`src/rtl/stream_find_replace_assert.svh`:
```
// ----------------------------------------------------------------------------
// stream_find_replace assertion macros
// Concurrent checks disabled while reset is high; compiled out by NO_ASSERTIONS.
// ----------------------------------------------------------------------------
`ifndef STREAM_FIND_REPLACE_ASSERT_SVH
`define STREAM_FIND_REPLACE_ASSERT_SVH
`ifndef NO_ASSERTIONS
// same-cycle implication
`define SFR_ASSERT_SAME(label, clk, rst, ante, cons, msg) \
   label: assert property (@(posedge clk) disable iff (rst) (ante) |-> (cons)) \
      else $error(msg);
// next-cycle implication
`define SFR_ASSERT_NEXT(label, clk, rst, ante, cons, msg) \
   label: assert property (@(posedge clk) disable iff (rst) (ante) |=> (cons)) \
      else $error(msg);
`else
`define SFR_ASSERT_SAME(label, clk, rst, ante, cons, msg)
`define SFR_ASSERT_NEXT(label, clk, rst, ante, cons, msg)
`endif
`endif

```
`src/rtl/sfr_pkg.sv`:
```
// ----------------------------------------------------------------------------
// sfr_pkg
// Shared constants, types and helpers of the stream find/replace block.
// ----------------------------------------------------------------------------
`default_nettype none

package sfr_pkg;

   localparam int MAX_PATTERN   = 8;
   localparam int MAX_REPLACE   = 8;
   localparam int SCRATCH_BYTES = 65536;

   localparam int BYTE_W    = 8;
   localparam int WORD_W    = 64;
   localparam int LEN_W     = 4;
   localparam int CNT_W     = LEN_W + 1;
   localparam int LIMIT_W   = 16;
   localparam int SUM_W     = LIMIT_W + 1;
   localparam int SC_W      = $clog2(SCRATCH_BYTES);
   localparam int WC_W      = $clog2(MAX_PATTERN + 1);
   localparam int IDX_W     = $clog2(MAX_REPLACE);
   localparam int CSR_IDX_W = 3;

   localparam int QUEUE_DEPTH = 2;
   localparam int PTR_W       = $clog2(QUEUE_DEPTH);
   localparam int QCNT_W      = $clog2(QUEUE_DEPTH + 1);

   localparam logic [CSR_IDX_W-1:0] CSR_PATTERN_BYTES = CSR_IDX_W'(0);
   localparam logic [CSR_IDX_W-1:0] CSR_PATTERN_LEN   = CSR_IDX_W'(1);
   localparam logic [CSR_IDX_W-1:0] CSR_REPLACE_BYTES = CSR_IDX_W'(2);
   localparam logic [CSR_IDX_W-1:0] CSR_REPLACE_LEN   = CSR_IDX_W'(3);
   localparam logic [CSR_IDX_W-1:0] CSR_OUT_LIMIT     = CSR_IDX_W'(4);

   localparam logic [LIMIT_W-1:0] LIMIT_RESET  = {LIMIT_W{1'b1}};
   localparam logic [SC_W-1:0]    SCRATCH_LAST = SC_W'(SCRATCH_BYTES - 1);

   typedef enum logic [1:0] {
      ST_IDLE,
      ST_REPL,
      ST_FLUSH
   } state_type;

   typedef enum logic [2:0] {
      ACT_NONE,
      ACT_PUSH,
      ACT_HALT,
      ACT_REPLACE,
      ACT_EMIT,
      ACT_END
   } act_type;

   typedef struct packed {
      logic [BYTE_W-1:0] out_byte;
      logic              has_byte;
      logic              end_of_text;
      logic              truncated;
   } rsp_type;

   typedef struct packed {
      logic push;
      logic shift;
   } cell_ctrl_type;

   function automatic logic [LEN_W-1:0] clamp_len(input logic [LEN_W-1:0] len,
                                                   input logic [LEN_W-1:0] top);
      return (len > top) ? top : len;
   endfunction

endpackage

`default_nettype wire

```
`src/rtl/sfr_rsp_queue.sv`:
```
// ----------------------------------------------------------------------------
// sfr_rsp_queue
// Two-entry result queue between the window logic and the result channel.
// ----------------------------------------------------------------------------
`default_nettype none
`include "stream_find_replace_assert.svh"

module sfr_rsp_queue (
   input  wire               clock,
   input  wire               reset,
   input  logic              in_push,
   input  sfr_pkg::rsp_type  in_data,
   output logic              has_room,
   output logic              out_valid,
   output sfr_pkg::rsp_type  out_data,
   input  logic              out_stall
);

   sfr_pkg::rsp_type                  entries_ff [sfr_pkg::QUEUE_DEPTH];
   logic [sfr_pkg::PTR_W-1:0]         wr_ptr_ff, wr_ptr_in;
   logic [sfr_pkg::PTR_W-1:0]         rd_ptr_ff, rd_ptr_in;
   logic [sfr_pkg::QCNT_W-1:0]        count_ff, count_in;
   logic                              pop;

   assign out_valid = (count_ff != '0);
   assign has_room  = (count_ff != sfr_pkg::QCNT_W'(sfr_pkg::QUEUE_DEPTH));
   assign pop       = out_valid && !out_stall;
   assign out_data  = entries_ff[rd_ptr_ff];

   always_comb begin
      wr_ptr_in = wr_ptr_ff;
      rd_ptr_in = rd_ptr_ff;
      if (in_push) begin
         wr_ptr_in = (wr_ptr_ff == sfr_pkg::PTR_W'(sfr_pkg::QUEUE_DEPTH - 1)) ?
                     '0 : wr_ptr_ff + sfr_pkg::PTR_W'(1);
      end
      if (pop) begin
         rd_ptr_in = (rd_ptr_ff == sfr_pkg::PTR_W'(sfr_pkg::QUEUE_DEPTH - 1)) ?
                     '0 : rd_ptr_ff + sfr_pkg::PTR_W'(1);
      end
      count_in = count_ff + sfr_pkg::QCNT_W'(in_push) - sfr_pkg::QCNT_W'(pop);
   end

   always_ff @(posedge clock) begin
      if (reset) begin
         wr_ptr_ff <= '0;
         rd_ptr_ff <= '0;
         count_ff  <= '0;
      end else begin
         wr_ptr_ff <= wr_ptr_in;
         rd_ptr_ff <= rd_ptr_in;
         count_ff  <= count_in;
      end
   end

   always_ff @(posedge clock) begin
      if (in_push) begin
         entries_ff[wr_ptr_ff] <= in_data;
      end
   end

   `SFR_ASSERT_SAME(a_count_bound, clock, reset, 1'b1, count_ff <= sfr_pkg::QCNT_W'(sfr_pkg::QUEUE_DEPTH), "result queue count out of range")
   `SFR_ASSERT_NEXT(a_count_up, clock, reset, in_push && !pop && has_room, count_ff == $past(count_ff) + sfr_pkg::QCNT_W'(1), "result queue lost a beat")
   `SFR_ASSERT_NEXT(a_count_down, clock, reset, pop && !in_push, count_ff == $past(count_ff) - sfr_pkg::QCNT_W'(1), "result queue repeated a beat")

endmodule

`default_nettype wire
```
`config.mk`:
```
export PLATFORM = sky130hd
export DESIGN_NAME = sfr_rsp_queue
export DESIGN_NICKNAME = d
export VERILOG_FILES = /design/src/rtl/sfr_pkg.sv /design/src/rtl/sfr_rsp_queue.sv
export VERILOG_INCLUDE_DIRS = /design/src /design/src/rtl
export SDC_FILE = /design/constraint.sdc
export NUM_CORES = 1
export LEC_CHECK = 0
export BUFFER_PORTS_ARGS = -buffer_cell sky130_fd_sc_hd__buf_2
export CAP_MARGIN = 15
export CORE_MARGIN = 3
export CORE_UTILIZATION = 39
export DETAILED_ROUTE_END_ITERATION = 8
export GPL_TIMING_DRIVEN = 0
export PLACE_DENSITY = 0.61
export SETUP_SLACK_MARGIN = 0.4
export SLEW_MARGIN = 20
export SYNTH_ARGS = -nofsm -noshare
export SYNTH_HDL_FRONTEND = slang
export SYNTH_SLANG_ARGS = --single-unit
```
`constraint.sdc`:
```
create_clock -name clock -period 1.6 [get_ports clock]
set_clock_uncertainty 0.05 [all_clocks]
set_input_delay 0.08 -clock clock [delete_from_list [all_inputs] [get_ports clock]]
set_output_delay 0.08 -clock clock [all_outputs]
set_load 0.1 [all_outputs]
```
==> results.json <==
{
  "dpl.hpwl_um": 1190,
  "drt_wl_total_um": 1920,
  "place_ws_ns": 0.145,
  "layout_setup_ws_ns": 0.135,
  "syn_inst": 57,
  "coreArea_um2": 2500,
  "rsz0062_at_grt": "true",
  "via_per_inst": 4.68,
  "seq_power_share_pct": 30.6,
  "finalMaxSlewViolations": 0,
  "areaGrowthSynthToFinish_pct": 67.0,
  "die_y_um": 57.4,
  "combinationalPowerShare_pct": 59.8,
  "synth.most_common_cell": "edfxtp_1",
  "finalCritPeriodShare_pct": 91.5,
  "hold_path.class": "in -> reg",
  "ys_seq_area_share_pct": 73.7,
  "p_per_area_nw_per_um2": 1730,
  "timing.fmax_mhz": 683,
  "diodes": 0,
  "htreeDepth": 1,
  "final_layout_size_suffix_gt1_share_pct": 57.5,
  "end_kind": "output port",
  "p_int_uw": 1750,
  "clockBufferDepth": 2,
  "start_util_pct": 41.3,
  "worstPathArrival_ns": 1.33,
  "std_cell_rows": 18,
  "die-area_um2": 3300,
  "cpPeakStageDelay_ns": 0.39,
  "finalCriticalPeriod_ns": 1.46,
  "status": "finished clean",
  "clkLatencyLatePin_ns": 0.32,
  "maxCapViolations": 0,
  "worstPathRequired_ns": 1.47,
  "cp_slowest_cell": "dfxtp_4",
  "synth_edf_count": 22,
  "rrSetupSlack_ns": 0.21,
  "synth_common_cells": "edfxtp_1 (22), mux2_1 (12), dfxtp_1 (5)",
  "yosys.area.top_type": "edfxtp_1",
  "worst_pin_slew_ns": 0.348,
  "synth_area_leaders": "edfxtp_1 (64%), mux2_1 (13%), dfxtp_1 (9.7%)",
  "synth.ff_latch_count": 27,
  "pin_count": 28,
  "cts_tree": "built",
  "r2r_end": "count_ff[1]",
  "p_switching_uw": 1230,
  "yosys.area.top_type_share_pct": 64.0,
  "finalHoldViolCount": 0,
  "start_kind": "flip-flop",
  "ff2ff_path_depth": 6,
  "report.final.setup_viol": 0,
  "ys.flop_type": "edfxtp_1",
  "grt-busiest-layer": "met2",
  "ys_types": 15,
  "cts_made_buffers": 3,
  "grt_start_max_net_pins": 15,
  "max_slew_margin_pct": 76.7,
  "r2r-start": "count_ff[0]",
  "antenna_found_initial": 0,
  "p_leak_uw": 0.000702,
  "cts_sinks": 27,
  "critPathCapture": "out_data[10]",
  "wl_per_cell_um": 14.1,
  "vdd_drop_max_uv": 1120,
  "path_cells": "buf_8, mux2_4, buf_12",
  "ys_warn_count": 0,
  "drc": 0,
  "initialDrtViolationCount": 14,
  "grt_overflow": 0,
  "synth.cell_area_um2": 1030,
  "gr-usage-all-layers_pct": 13.7,
  "syn-mean-instance-area_um2": 18.1,
  "pwr-share-clk_pct": 9.6,
  "port_buffers": 27,
  "async_flop_share_pct": 0,
  "final_antenna_net_count": 0,
  "cp_max_fo": 5,
  "grtUsageMet1_pct": 15.2,
  "die_x_um": 57.4,
  "p_sw_share_pct": 41.3,
  "gp_congestion": 0.643,
  "met2_usage_pct": 24.5,
  "grt_pass1_wl_um": 3270,
  "grt_pass1_vias": 712,
  "final_nets": 124,
  "dr.pass1.iters": 2,
  "clk_pin_slew_worst_paths_ns": 0.13,
  "vias": 637,
  "tns_ns": 0,
  "crit_type": "reg -> out",
  "syn_nets": 74,
  "grt_util_met3_pct": 2.26,
  "cts-root-buf": "clkbuf_4"
}
-- per-stage QoR --
step	hold slack, ns	utilization (%)	power [µW]	cells	cell area [µm²]
after floorplan	0.0942	-	1950	57	1100
after global placement	0.218	51.0	2080	114	1270
after detailed placement	0.224	51.0	2110	114	1270
after CTS	0.0165	67.9	2910	136	1700
after global routing	0.0647	69.0	3090	136	1720
final	0.0169	69.0	2980	136	1720
-- worst min-delay path by stage --
stage	startpoint	endpoint	slack, ns	cells past startpoint
2_1_floorplan	reset	count_ff[0]	0.09	1
3_3_place_gp	in_data[6]	entries_ff[0][6]	0.22	1
3_5_place_dp	in_data[10]	entries_ff[0][10]	0.22	1
4_1_cts	in_push	wr_ptr_ff	0.02	3
5_1_grt	in_push	wr_ptr_ff	0.06	3
6_report	in_push	wr_ptr_ff	0.02	3
-- critical path, delay by kind of cell (launching register included) --
kind / cells / cell delay (ns)
muxes: 1 / 0.32
buffers and inverters: 2 / 0.30
DFF: 1 / 0.39
-- per-layer routing --
layer  vias to the layer above  routed length (µm)
met5                         -                   0
met4                         0                  50
met3                         5                  85
met2                        18                1080
met1                       309                 709
li1                        305                   -
-- power by group through the flow --
stage	Combinational, µW	Sequential, µW	Clock, µW
6_report	1780	911	285
2_1_floorplan	1060	897	0
4_1_cts	1710	903	294
5_1_grt	1850	921	322
3_3_place_gp	1180	902	0
3_5_place_dp	1200	910	0
-- flip-flops by register name, indices dropped and copies added, names as in the netlist, named ones only --
name and flops:
entries_ff 22, count_ff 2, rd_ptr_ff 1, wr_ptr_ff 1
-- layout by cell type, fill, tap and decap left out, drive strengths merged --
cell type,count
dlygate4sd3,12
dfxtp,5
nor2,3
and2,1
or2,1
nor2b,3
inv,2
edfxtp,22
mux2,13
xnor2,1
nand2,1
xnor3,1
buf,34
ha,2
clkbuf,4
o21ba,1
-- repair_timing --
action / 4_1_cts / 5_1_grt
resized for setup: 65 / 7
endpoints found under the setup margin: 37 / 17
buffers inserted: 5 / 0
gates cloned: 1 / 0
hold buffers: 12 / 0
endpoints found under the hold margin: 25 / 0
pin swaps: 2 / 4
-- final cells by class --
type / instances / area (µm²)
plain buffers: 1 / 15.0
clock buffers: 4 / 26.3
fillers: 163 / 776
inverters: 2 / 7.51
multi-input cells: 27 / 358
flip-flops and latches: 27 / 769
well taps: 30 / 37.5
repair buffers: 45 / 510
-- kinds of logic (layout without fill, tap and decap cells) --
family,after synthesis,count (layout),share of synthesized area [%]
adders and majority gates,2,2,2.42
AOI/OAI and AO/OA,1,1,0.970
xor gates and xnor gates,2,2,3.03
and+or+nand+nor,9,9,4.49
muxes,13,13,14.2
DFF,27,27,73.7
buffers and inverters,3,52,1.21
Note: power is estimated with default switching activity, not from simulation.
