$ cat config.mk
export PLATFORM = sky130hd
export DESIGN_NAME = sfr_cell
export DESIGN_NICKNAME = d
export VERILOG_FILES = /design/src/rtl/stream_find_replace_assert.svh /design/src/rtl/sfr_pkg.sv /design/src/rtl/sfr_cell.sv
export SDC_FILE = /design/constraint.sdc
export NUM_CORES = 1
export LEC_CHECK = 0
export BUFFER_PORTS_ARGS = -buffer_cell sky130_fd_sc_hd__clkbuf_2
export CORE_MARGIN = 2
export CORE_UTILIZATION = 35
export DETAILED_ROUTE_END_ITERATION = 6
export PLACE_DENSITY = 0.71
export SYNTH_ARGS = -nofsm -noshare
export SYNTH_HDL_FRONTEND = slang
export SYNTH_SLANG_ARGS = --single-unit
export TNS_END_PERCENT = 50
$ cat constraint.sdc
create_clock -name clock -period 0.94 [get_ports clock]
set_input_delay 0.047 -clock clock [delete_from_list [all_inputs] [get_ports clock]]
set_output_delay 0.047 -clock clock [all_outputs]
set_load 0.05 [all_outputs]
$ cat src/rtl/stream_find_replace_assert.svh
// ----------------------------------------------------------------------------
// stream_find_replace assertion macros
// Concurrent checks disabled while reset is high; compiled out by NO_ASSERTIONS.
// ----------------------------------------------------------------------------
`ifndef STREAM_FIND_REPLACE_ASSERT_SVH
`define STREAM_FIND_REPLACE_ASSERT_SVH
`ifndef NO_ASSERTIONS
// same-cycle implication
`define SFR_ASSERT_SAME(label, clk, rst, ante, cons, msg) \
   label: assert property (@(posedge clk) disable iff (rst) (ante) |-> (cons)) \
      else $error(msg);
// next-cycle implication
`define SFR_ASSERT_NEXT(label, clk, rst, ante, cons, msg) \
   label: assert property (@(posedge clk) disable iff (rst) (ante) |=> (cons)) \
      else $error(msg);
`else
`define SFR_ASSERT_SAME(label, clk, rst, ante, cons, msg)
`define SFR_ASSERT_NEXT(label, clk, rst, ante, cons, msg)
`endif
`endif

$ cat src/rtl/sfr_pkg.sv
// ----------------------------------------------------------------------------
// sfr_pkg
// Shared constants, types and helpers of the stream find/replace block.
// ----------------------------------------------------------------------------
`default_nettype none

package sfr_pkg;

   localparam int MAX_PATTERN   = 8;
   localparam int MAX_REPLACE   = 8;
   localparam int SCRATCH_BYTES = 65536;

   localparam int BYTE_W    = 8;
   localparam int WORD_W    = 64;
   localparam int LEN_W     = 4;
   localparam int CNT_W     = LEN_W + 1;
   localparam int LIMIT_W   = 16;
   localparam int SUM_W     = LIMIT_W + 1;
   localparam int SC_W      = $clog2(SCRATCH_BYTES);
   localparam int WC_W      = $clog2(MAX_PATTERN + 1);
   localparam int IDX_W     = $clog2(MAX_REPLACE);
   localparam int CSR_IDX_W = 3;

   localparam int QUEUE_DEPTH = 2;
   localparam int PTR_W       = $clog2(QUEUE_DEPTH);
   localparam int QCNT_W      = $clog2(QUEUE_DEPTH + 1);

   localparam logic [CSR_IDX_W-1:0] CSR_PATTERN_BYTES = CSR_IDX_W'(0);
   localparam logic [CSR_IDX_W-1:0] CSR_PATTERN_LEN   = CSR_IDX_W'(1);
   localparam logic [CSR_IDX_W-1:0] CSR_REPLACE_BYTES = CSR_IDX_W'(2);
   localparam logic [CSR_IDX_W-1:0] CSR_REPLACE_LEN   = CSR_IDX_W'(3);
   localparam logic [CSR_IDX_W-1:0] CSR_OUT_LIMIT     = CSR_IDX_W'(4);

   localparam logic [LIMIT_W-1:0] LIMIT_RESET  = {LIMIT_W{1'b1}};
   localparam logic [SC_W-1:0]    SCRATCH_LAST = SC_W'(SCRATCH_BYTES - 1);

   typedef enum logic [1:0] {
      ST_IDLE,
      ST_REPL,
      ST_FLUSH
   } state_type;

   typedef enum logic [2:0] {
      ACT_NONE,
      ACT_PUSH,
      ACT_HALT,
      ACT_REPLACE,
      ACT_EMIT,
      ACT_END
   } act_type;

   typedef struct packed {
      logic [BYTE_W-1:0] out_byte;
      logic              has_byte;
      logic              end_of_text;
      logic              truncated;
   } rsp_type;

   typedef struct packed {
      logic push;
      logic shift;
   } cell_ctrl_type;

   function automatic logic [LEN_W-1:0] clamp_len(input logic [LEN_W-1:0] len,
                                                   input logic [LEN_W-1:0] top);
      return (len > top) ? top : len;
   endfunction

endpackage

`default_nettype wire

$ cat src/rtl/sfr_cell.sv
// ----------------------------------------------------------------------------
// sfr_cell
// One window slot: holds a byte, shows it with a pending push, compares it
// with its pattern byte and passes the running match along the row.
// ----------------------------------------------------------------------------
`default_nettype none

module sfr_cell (
   input  wire                         clock,
   input  sfr_pkg::cell_ctrl_type      ctrl,
   input  logic                        here,
   input  logic                        use_byte,
   input  logic [sfr_pkg::BYTE_W-1:0]  in_byte,
   input  logic [sfr_pkg::BYTE_W-1:0]  pat_byte,
   input  logic [sfr_pkg::BYTE_W-1:0]  next_view,
   input  logic                        match_in,
   output logic [sfr_pkg::BYTE_W-1:0]  view,
   output logic                        match_out
);

   logic [sfr_pkg::BYTE_W-1:0] byte_ff;
   logic [sfr_pkg::BYTE_W-1:0] byte_in;
   logic                       take_new;

   assign take_new  = ctrl.push && here;
   assign view      = take_new ? in_byte : byte_ff;
   assign match_out = match_in && (!use_byte || (view == pat_byte));

   always_comb begin
      if (ctrl.shift) begin
         byte_in = next_view;
      end else begin
         byte_in = view;
      end
   end

   always_ff @(posedge clock) begin
      byte_ff <= byte_in;
   end

endmodule

`default_nettype wire

==> run metrics, run 1 <==
final worst-path cycle share=1.552; crit path launch=byte_ff[6]; clock sink total=8; total gr overflow=0; instance count of the mapped netlist=52; synth cell count leaders=mux2_2, xnor2_1, dfxtp_1; Synth area leaders=mux2_2, dfxtp_1, xnor2_1; GRT Total Usage=0.1672; DRT iter0 DRCs=4; failing checks=negative setup slack; Avg Inst Size Synth=10.61 sq um; Post-synth ARST share=0; I/O Buffers=38; RSZ-0062 raised after global routing=yes; Yosys top cell area share=0.3265; Mapped Nets=82; synthesized flop and latch total=8; biggest cell delay along the critical path=0.33 ns; Crit Path Max Fanout=2; top cell type by total area after synthesis=mux2_2; Core ar.=1489 sq um; top-count cell post-synth=mux2_2; area of the die=1910 sq um; HPWL after DPL=1.103 mm; reg2reg path depth=3; Least-Margin Pin Slew=0.3265 ns; Hold Vio Cnt, Final=0; Crit-path slowest cell=dfxtp_2; Setup Skew=0 ns; highest clock rate=685.5 MHz; I/O pin total=39; Worst EP arrival=1.41 ns; reg2reg end=byte_ff[5]; largest net degree at the start of global routing=9; worst-path cell chain=xnor2_1 -> nand4_1 -> mux2i_1 -> a41o_2 -> buf_8; Die H=43.71 microns; Worst R2R Start=byte_ff[5]; WHS Path Cells=2; Largest regs=byte_ff x8; Final Max Slew Viols=0; drt wl/cell=13.29 microns; PD cells=1347 nW/um^2; nets=132; RD Place Congestion=0.6928; Inserted Clock Buffers=3; chip width=43.71 microns; post-synthesis cell type count=17; Root Driver=clkbuf_4; CP Launch Type=flip-flop; number of flops mapped to enable cells by yosys=0; clk slew on worst S/H paths=0.06 ns; worst hold path type=primary input to flip-flop; Setup crit end=match_out; pre-CTS setup slack=-0.4133 ns; Post-CTS Setup Inserts=0; Primary FF master, synth=dfxtp_1; Mapped Area=551.8 sq um; Max-Cap Viols=0; status=finished with violations; Max H-tree Level=1; clk_lat worst skew=0.25 ns; share of cells above drive strength 1=0.7700; Crit path required time=0.89 ns; area grow syn2layout=88.66%; final number of setup-violating endpoints=17; min cycle time layout=1.459 ns; Final Util=0.6992; vias in the first global route=588; Biggest register=byte_ff; Slew Limit Headroom=0.7767; number of flip-flops in the largest register=8; Starting Density=0.3706; LEAKAGE=0.0005216 uW; Detail Route Antenna Nets=0; number of antenna diodes=0; Setup WS post-layout=-0.5187 ns; CTS tree=built; global-route wire length before repair=2.283 mm; synth warn=0; vias per cell=4.793; via count=556; WL final=1.542 mm; Peak VDD IR=0.8270 mV; initial antenna violation count=0; WS Path Type=flip-flop to output port; Finished Cell Area=1041 sq um; crit path capture type=output port; Worst path top cell family by delay=flip-flops; Post-route DRC=0; Bufs and invs on worst path=1; first-pass iteration count of the detailed router=2; placed instance area=860.8 sq um; number of cells on the critical path=5; sequential fraction of the synthesis area=0.2902; setup TNS=-1.927 ns; maximum buffer depth of the clock tree=2; FP Rows=14; Tot Pwr=1402 uW; R2R setup slack=-0.12 ns
what timing repair did:
action	in CTS	in global routing
hold buffers	0	0
gates resized for setup	29	8
pin swaps	0	4
endpoints found under the setup margin	16	17
placed cells by master (no fill, tap or decap), types with 2 or more instances in the layout:
master,synthesis,final
xnor2_1,11,9
mux2_2,16,7
clkbuf_16,0,4
buf_8,0,5
dfxtp_2,0,7
clkbuf_4,0,3
mux2_4,0,9
xor2_1,2,2
clkbuf_2,0,29
nand4_1,2,2
xnor2_2,0,2
buf_4,1,8
kinds of logic (layout without fill, tap and decap cells):
kind of cell,count (synthesis),count (layout),synth area share
XOR/XNOR,13,13,0.2064
flip-flops,8,8,0.2902
AND/OR/NAND/NOR,9,9,0.08846
buffers and inverters,2,50,0.02041
multiplexers,17,17,0.3447
AO/OA/AOI/OAI,3,3,0.04989
how the worst min path moves through the flow:
| stage | endpoint | startpoint |
|---|---|---|
| after floorplan | byte_ff[0] | next_view[0] |
| after global placement | byte_ff[5] | next_view[5] |
| after detailed placement | byte_ff[1] | next_view[1] |
| after CTS | byte_ff[6] | next_view[6] |
| after global routing | byte_ff[4] | next_view[4] |
| final | byte_ff[4] | next_view[4] |
metrics by stage:
stage	hold WS, ns	instances
floorplan	0.1899	52
global placement	0.2729	113
detailed placement	0.2777	113
CTS	0.007152	116
global route	0.008263	116
finish	0.01761	116
metal layers:
layer / global-route usage / up-vias / wire length, microns
met5: 0 / - / 0
met1: 0.1735 / 249 / 589
met2: 0.3029 / 21 / 831
li1: - / 282 / -
met3: 0.06667 / 4 / 92
met4: 0.05455 / 0 / 28
where the power goes:
| part | total, uW | leakage, uW | switching [uW] | internal, uW |
|---|---|---|---|---|
| clock network | 268 | 0.0000138 | 122 | 146 |
| registers | 418 | 0.0000676 | 30.6 | 388 |
| logic | 715 | 0.000440 | 324 | 391 |
| total | 1400 | 0.000522 | 476 | 926 |
layout make-up:
class / count / area (sq um)
flip-flops and latches: 8 / 168.9
well taps: 16 / 20.02
repair buffers: 47 / 391.6
clock buffers: 3 / 22.52
fillers: 107 / 447.9
multi-input cells: 42 / 437.9
No activity file was read; power rests on OpenSTA's default activity.
==> inputs of run 2 (changes only) <==
- CELL_PAD_IN_SITES_DETAIL_PLACEMENT: unset -> 1
- CELL_PAD_IN_SITES_GLOBAL_PLACEMENT: unset -> 2
- CORE_ASPECT_RATIO: unset -> 1.75
- CORE_UTILIZATION: 35 -> 19
- PLACE_DENSITY: 0.71 -> 0.7
==> run 2 against run 1 <==
Net effect: the flow still finishes with violations (negative setup slack); non-clock buffer count down 2; clock skew is the same; total power increased by 10%; fmax grew 2.8%; register-to-register slack improved by 0.02 ns; first-iteration DRC count down 75%; critical path depth unchanged; wire length up 14%; critical endpoint unchanged; highest routed layer unchanged.
==> run metrics, run 2 (synthesis results as in run 1) <==
crit path launch=byte_ff[7] (was byte_ff[6]); clk_lat worst skew=0.22 ns (was 0.25 ns); Largest regs=byte_ff x8 (unchanged); Post-CTS Setup Inserts=0 (unchanged); LEAKAGE=0.0005296 uW (was 0.0005216 uW); Root Driver=clkbuf_8 (was clkbuf_4); Peak VDD IR=1.212 mV (was 0.8270 mV); vias per cell=4.608 (was 4.793); final number of setup-violating endpoints=17 (unchanged); Crit path required time=0.89 ns (about the same); Hold Startpoint=next_view[0] (was next_view[4]); Core ar.=2721 sq um (was 1489 sq um); Worst R2R Start=byte_ff[5] (unchanged); area grow syn2layout=93.42% (was 88.66%); CP Launch Type=flip-flop (unchanged); clock sink total=8 (unchanged); Finished Cell Area=1067 sq um (was 1041 sq um); total gr overflow=0 (unchanged); I/O Buffers=38 (unchanged); FP Rows=25 (was 14); Crit Path Max Fanout=2 (unchanged); share of cells above drive strength 1=0.7959 (was 0.7700); largest net degree at the start of global routing=9 (unchanged); Least-Margin Pin Slew=0.2945 ns (was 0.3265 ns); Detail Route Antenna Nets=0 (unchanged); Inserted Clock Buffers=3 (unchanged); clk slew on worst S/H paths=0.05 ns (was 0.06 ns); vias in the first global route=668 (was 588); Die H=75.29 microns (was 43.71 microns); nets=130 (was 132); Max H-tree Level=1 (unchanged); Slew Limit Headroom=0.7986 (was 0.7767); reg2reg path depth=3 (unchanged); global-route wire length before repair=2.822 mm (was 2.283 mm); GRT Total Usage=0.1158 (was 0.1672); crit path capture type=output port (unchanged); highest clock rate=704.9 MHz (was 685.5 MHz); Starting Density=0.2028 (was 0.3706); RD Place Congestion=0.7328 (was 0.6928); via count=576 (was 556); Worst EP arrival=1.37 ns (was 1.41 ns); WS Path Type=flip-flop to output port (unchanged); Setup Skew=0 ns (unchanged); worst hold path type=primary input to flip-flop (unchanged); chip width=44.74 microns (was 43.71 microns); Post-route DRC=0 (unchanged); RSZ-0062 raised after global routing=yes (unchanged); Biggest register=byte_ff (unchanged); initial antenna violation count=0 (unchanged); R2R setup slack=-0.10 ns (was -0.12 ns); Setup WS post-layout=-0.4786 ns (was -0.5187 ns); Max-Cap Viols=0 (unchanged); PD cells=1448 nW/um^2 (was 1347 nW/um^2); min cycle time layout=1.419 ns (was 1.459 ns); WHS Path Cells=2 (unchanged); placed instance area=859.6 sq um (was 860.8 sq um); WL final=1.758 mm (was 1.542 mm); CTS tree=built (unchanged); final worst-path cycle share=1.509 (was 1.552); Worst Hold End=byte_ff[0] (was byte_ff[4]); Hold Vio Cnt, Final=0 (unchanged); reg2reg end=byte_ff[5] (unchanged); HPWL after DPL=1.414 mm (was 1.103 mm); DRT iter0 DRCs=1 (was 4); failing checks=negative setup slack (unchanged); status=finished with violations (unchanged); first-pass iteration count of the detailed router=2 (unchanged); commonest non-fill, non-tap cell in the layout=clkbuf_2 (unchanged); most frequent cells in the layout=clkbuf_2, mux2_4, xnor2_1, dfxtp_2, buf_8 (was clkbuf_2, mux2_4, xnor2_1); area of the die=3368 sq um (was 1910 sq um); drt wl/cell=14.06 microns (was 13.29 microns); number of flip-flops in the largest register=8 (unchanged); Final Max Slew Viols=0 (unchanged); number of antenna diodes=0 (unchanged); pre-CTS setup slack=-0.4367 ns (was -0.4133 ns); CTS Hold Buffers Added=0 (unchanged); maximum buffer depth of the clock tree=2 (unchanged); I/O pin total=39 (unchanged)
## run 2: worst max-delay path by stage
stage	end	slack [ns]	depth (start not counted)
after floorplan	match_out	-0.22	3
after global placement	match_out	-0.44	6
after detailed placement	match_out	-0.44	6
after CTS	match_out	-0.50	5
after global routing	match_out	-0.56	5
final	match_out	-0.48	5
## run 2: area by class of cell
| class | count | area (sq um) |
|---|---|---|
| Tap cell | 27 | 33.78 |
| Multi-Input combinational cell | 42 | 466.7 |
| Fill cell | 315 | 1654 |
| Sequential cell | 8 | 168.9 |
| Clock buffer | 3 | 41.29 |
| Timing Repair Buffer | 45 | 356.6 |
## run 2: worst max-delay path, stage by stage (launching register included)
cell       delay [ns]
dfxtp_2          0.33
xnor2_2          0.12
nand4_1          0.11
mux2i_1          0.20
a41o_2           0.24
clkbuf_16        0.16
## run 2: per-layer routing
layer  wire, microns  track usage  vias to the layer above
met5               0            0                        -
met1             542       0.1072                      278
met4              36      0.05051                        0
met3              68      0.02607                        2
met2            1109       0.2287                       18
li1                -            -                      278
## run 2: stage by stage
| stage | cells | hold slack, ns | power [uW] | TNS [ns] | utilization |
|---|---|---|---|---|---|
| after floorplan | 52 | 0.1899 | 801.7 | -0.9195 | - |
| after global placement | 122 | 0.2766 | 959.2 | -1.905 | 0.3159 |
| after detailed placement | 122 | 0.2776 | 967.5 | -1.928 | 0.3159 |
| after CTS | 125 | 0.04567 | 1510 | -1.597 | 0.3775 |
| after global routing | 125 | 0.04784 | 1628 | -2.007 | 0.3922 |
| final | 125 | 0.04652 | 1546 | -1.517 | 0.3922 |
## run 2: what timing repair did
item | in CTS | in global routing
gates resized for setup | 28 | 14
setup endpoints to repair | 17 | 17
pin swaps | 6 | 3
## run 2: power by group
group | leakage [uW] | switching [uW] | internal [uW]
registers | 0.0000676 | 30.6 | 389
clock network | 0.0000216 | 136 | 278
logic | 0.000440 | 332 | 381
==> inputs of run 3 (changes only) <==
- ABC_CLOCK_PERIOD_IN_PS: unset -> 940
- SETUP_SLACK_MARGIN: unset -> 0.3
==> run 3 against run 2 <==
Net effect: the flow still finishes with violations (negative setup slack); critical path depth did not move; sequential cell count did not move; first-iteration DRC count did not move; worst hold slack did not move; cell area did not move; sequential power barely moved; non-clock buffer count did not move; combinational power barely moved; via count did not move; clock power barely moved; wire length did not move; clock skew did not move; critical path type unchanged.
==> run metrics, run 3 (synthesis results as in run 1) <==
number of flip-flops in the largest register=8 (unchanged); met3 usage=0.02607 (unchanged); Hold Slack=0.04652 ns (unchanged); clk slew on worst S/H paths=0.05 ns (about the same); HPWL after DPL=1.414 mm (unchanged); reg2reg path depth=3 (unchanged); drt wl/cell=14.06 microns (unchanged); most frequent cells in the layout=clkbuf_2, mux2_4, xnor2_1, dfxtp_2, buf_8 (unchanged); I/O Buffers=38 (unchanged); status=finished with violations (unchanged); commonest non-fill, non-tap cell in the layout=clkbuf_2 (unchanged); Crit path required time=0.89 ns (about the same); Max-Cap Viols=0 (unchanged); LEAKAGE=0.0005296 uW (unchanged); I/O pin total=39 (unchanged); failing checks=negative setup slack (unchanged); final worst-path cycle share=1.509 (unchanged); crit path capture type=output port (unchanged); Finished Cell Area=1067 sq um (unchanged); grt met1 use=0.1072 (unchanged); FP Rows=25 (unchanged); Root Driver=clkbuf_8 (unchanged); DRT iter0 DRCs=1 (unchanged); RSZ-0062 raised after global routing=yes (unchanged); first-pass iteration count of the detailed router=2 (unchanged); chip width=44.74 microns (unchanged); reg2reg end=byte_ff[5] (unchanged); grt met2 use=0.2287 (unchanged); gr busiest metal=met2 (unchanged); Slew Limit Headroom=0.7986 (unchanged); Setup Skew=0 ns (unchanged); Setup WS post-layout=-0.4786 ns (unchanged); vias per cell=4.608 (unchanged); Largest regs=byte_ff x8 (unchanged); number of antenna diodes=0 (unchanged); worst hold path type=primary input to flip-flop (unchanged); Final Max Slew Viols=0 (unchanged); final number of setup-violating endpoints=17 (unchanged); Tot Pwr=1546 uW (unchanged); Biggest register=byte_ff (unchanged); initial antenna violation count=0 (unchanged); PD cells=1448 nW/um^2 (unchanged); NetSw=498.2 uW (unchanged); global-route wire length before repair=2.822 mm (unchanged); area grow syn2layout=93.42% (unchanged); Least-Margin Pin Slew=0.2945 ns (unchanged); largest net degree at the start of global routing=9 (unchanged); share of power burned in the clock network=0.268 (about the same); Inserted Clock Buffers=3 (unchanged); Die H=75.29 microns (unchanged); Comb power frac=0.461 (about the same); Hold Vio Cnt, Final=0 (unchanged); Detail Route Antenna Nets=0 (unchanged); total gr overflow=0 (unchanged); WS Path Type=flip-flop to output port (unchanged); Max H-tree Level=1 (unchanged); Worst Hold End=byte_ff[0] (unchanged); Worst R2R Start=byte_ff[5] (unchanged); Peak VDD IR=1.212 mV (unchanged); CP Launch Type=flip-flop (unchanged); share of cells above drive strength 1=0.7959 (unchanged); Post-CTS Setup Inserts=0 (unchanged); WL final=1.758 mm (unchanged); Crit Path Max Fanout=2 (unchanged); Flop pwr share=0.272 (about the same); vias in the first global route=668 (unchanged); Starting Density=0.2028 (unchanged); Core ar.=2721 sq um (unchanged); nets=130 (unchanged); fill count=315 (unchanged); Hold Startpoint=next_view[0] (unchanged); area of the die=3368 sq um (unchanged); CTS Hold Buffers Added=0 (unchanged); placed instance area=859.6 sq um (unchanged); WHS Path Cells=2 (unchanged); via count=576 (unchanged); internal power=1047 uW (unchanged); R2R setup slack=-0.10 ns (about the same); GRT Total Usage=0.1158 (unchanged); highest clock rate=704.9 MHz (unchanged); clock sink total=8 (unchanged); RD Place Congestion=0.7328 (unchanged); maximum buffer depth of the clock tree=2 (unchanged); Worst EP arrival=1.37 ns (about the same); min cycle time layout=1.419 ns (unchanged); clk_lat worst skew=0.22 ns (about the same); CTS tree=built (unchanged); setup TNS=-1.517 ns (unchanged); Post-route DRC=0 (unchanged); Sw Ratio=0.3223 (unchanged)
run 3: cell counts in the layout (fill, tap and decap cells not counted):
Identical to the previous run, type by type.
run 3: layout make-up:
cell class	instances	area, sq um	area share
clock buffers	3	41.29	0.03869
multi-input cells	42	466.7	0.4373
flip-flops and latches	8	168.9	0.1583
well taps	27	33.78	0.03165
repair buffers	45	356.6	0.3341
run 3: per-layer routing:
metal  up-vias  wire (microns)  part of all wire
met5         -               0                 0
met1       278             542              0.31
met4         0              36             0.020
met2        18            1109              0.63
li1        278               -                 -
met3         2              68             0.039
run 3: worst max path at each step:
| stage | depth (start not counted) | to | startpoint |
|---|---|---|---|
| floorplan | 3 | match_out | byte_ff[5] |
| global placement | 6 | match_out | in_byte[2] |
| detailed placement | 6 | match_out | in_byte[2] |
| CTS | 5 | match_out | byte_ff[6] |
| global route | 5 | match_out | byte_ff[6] |
| finish | 5 | match_out | byte_ff[7] |
run 3: power groups by stage:
stage                     clock network, uW  logic [uW]  registers, uW
final                                   414         712            420
after global routing                    447         756            425
after CTS                               428         667            414
after detailed placement                  0         556            412
after global placement                    0         548            411
after floorplan                           0         395            407
run 3: repair_timing:
| action | in CTS | in global routing |
|---|---|---|
| gates resized for setup | 28 | 14 |
| hold endpoints to repair | 0 | 0 |
| setup endpoints to repair | 17 | 17 |
| pin swaps | 6 | 3 |
run 3: metrics by stage:
step                utilization  cells  setup slack (ns)
floorplan                     -     52           -0.2213
global placement         0.3159    122           -0.4437
detailed placement       0.3159    122           -0.4367
CTS                      0.3775    125           -0.5037
global route             0.3922    125           -0.5620
finish                   0.3922    125           -0.4786
run 3: critical path, cell delays in order, from the launching register on:
cell and delay [ns]:
dfxtp_2 0.33, xnor2_2 0.12, nand4_1 0.11, mux2i_1 0.20, a41o_2 0.24, clkbuf_16 0.16
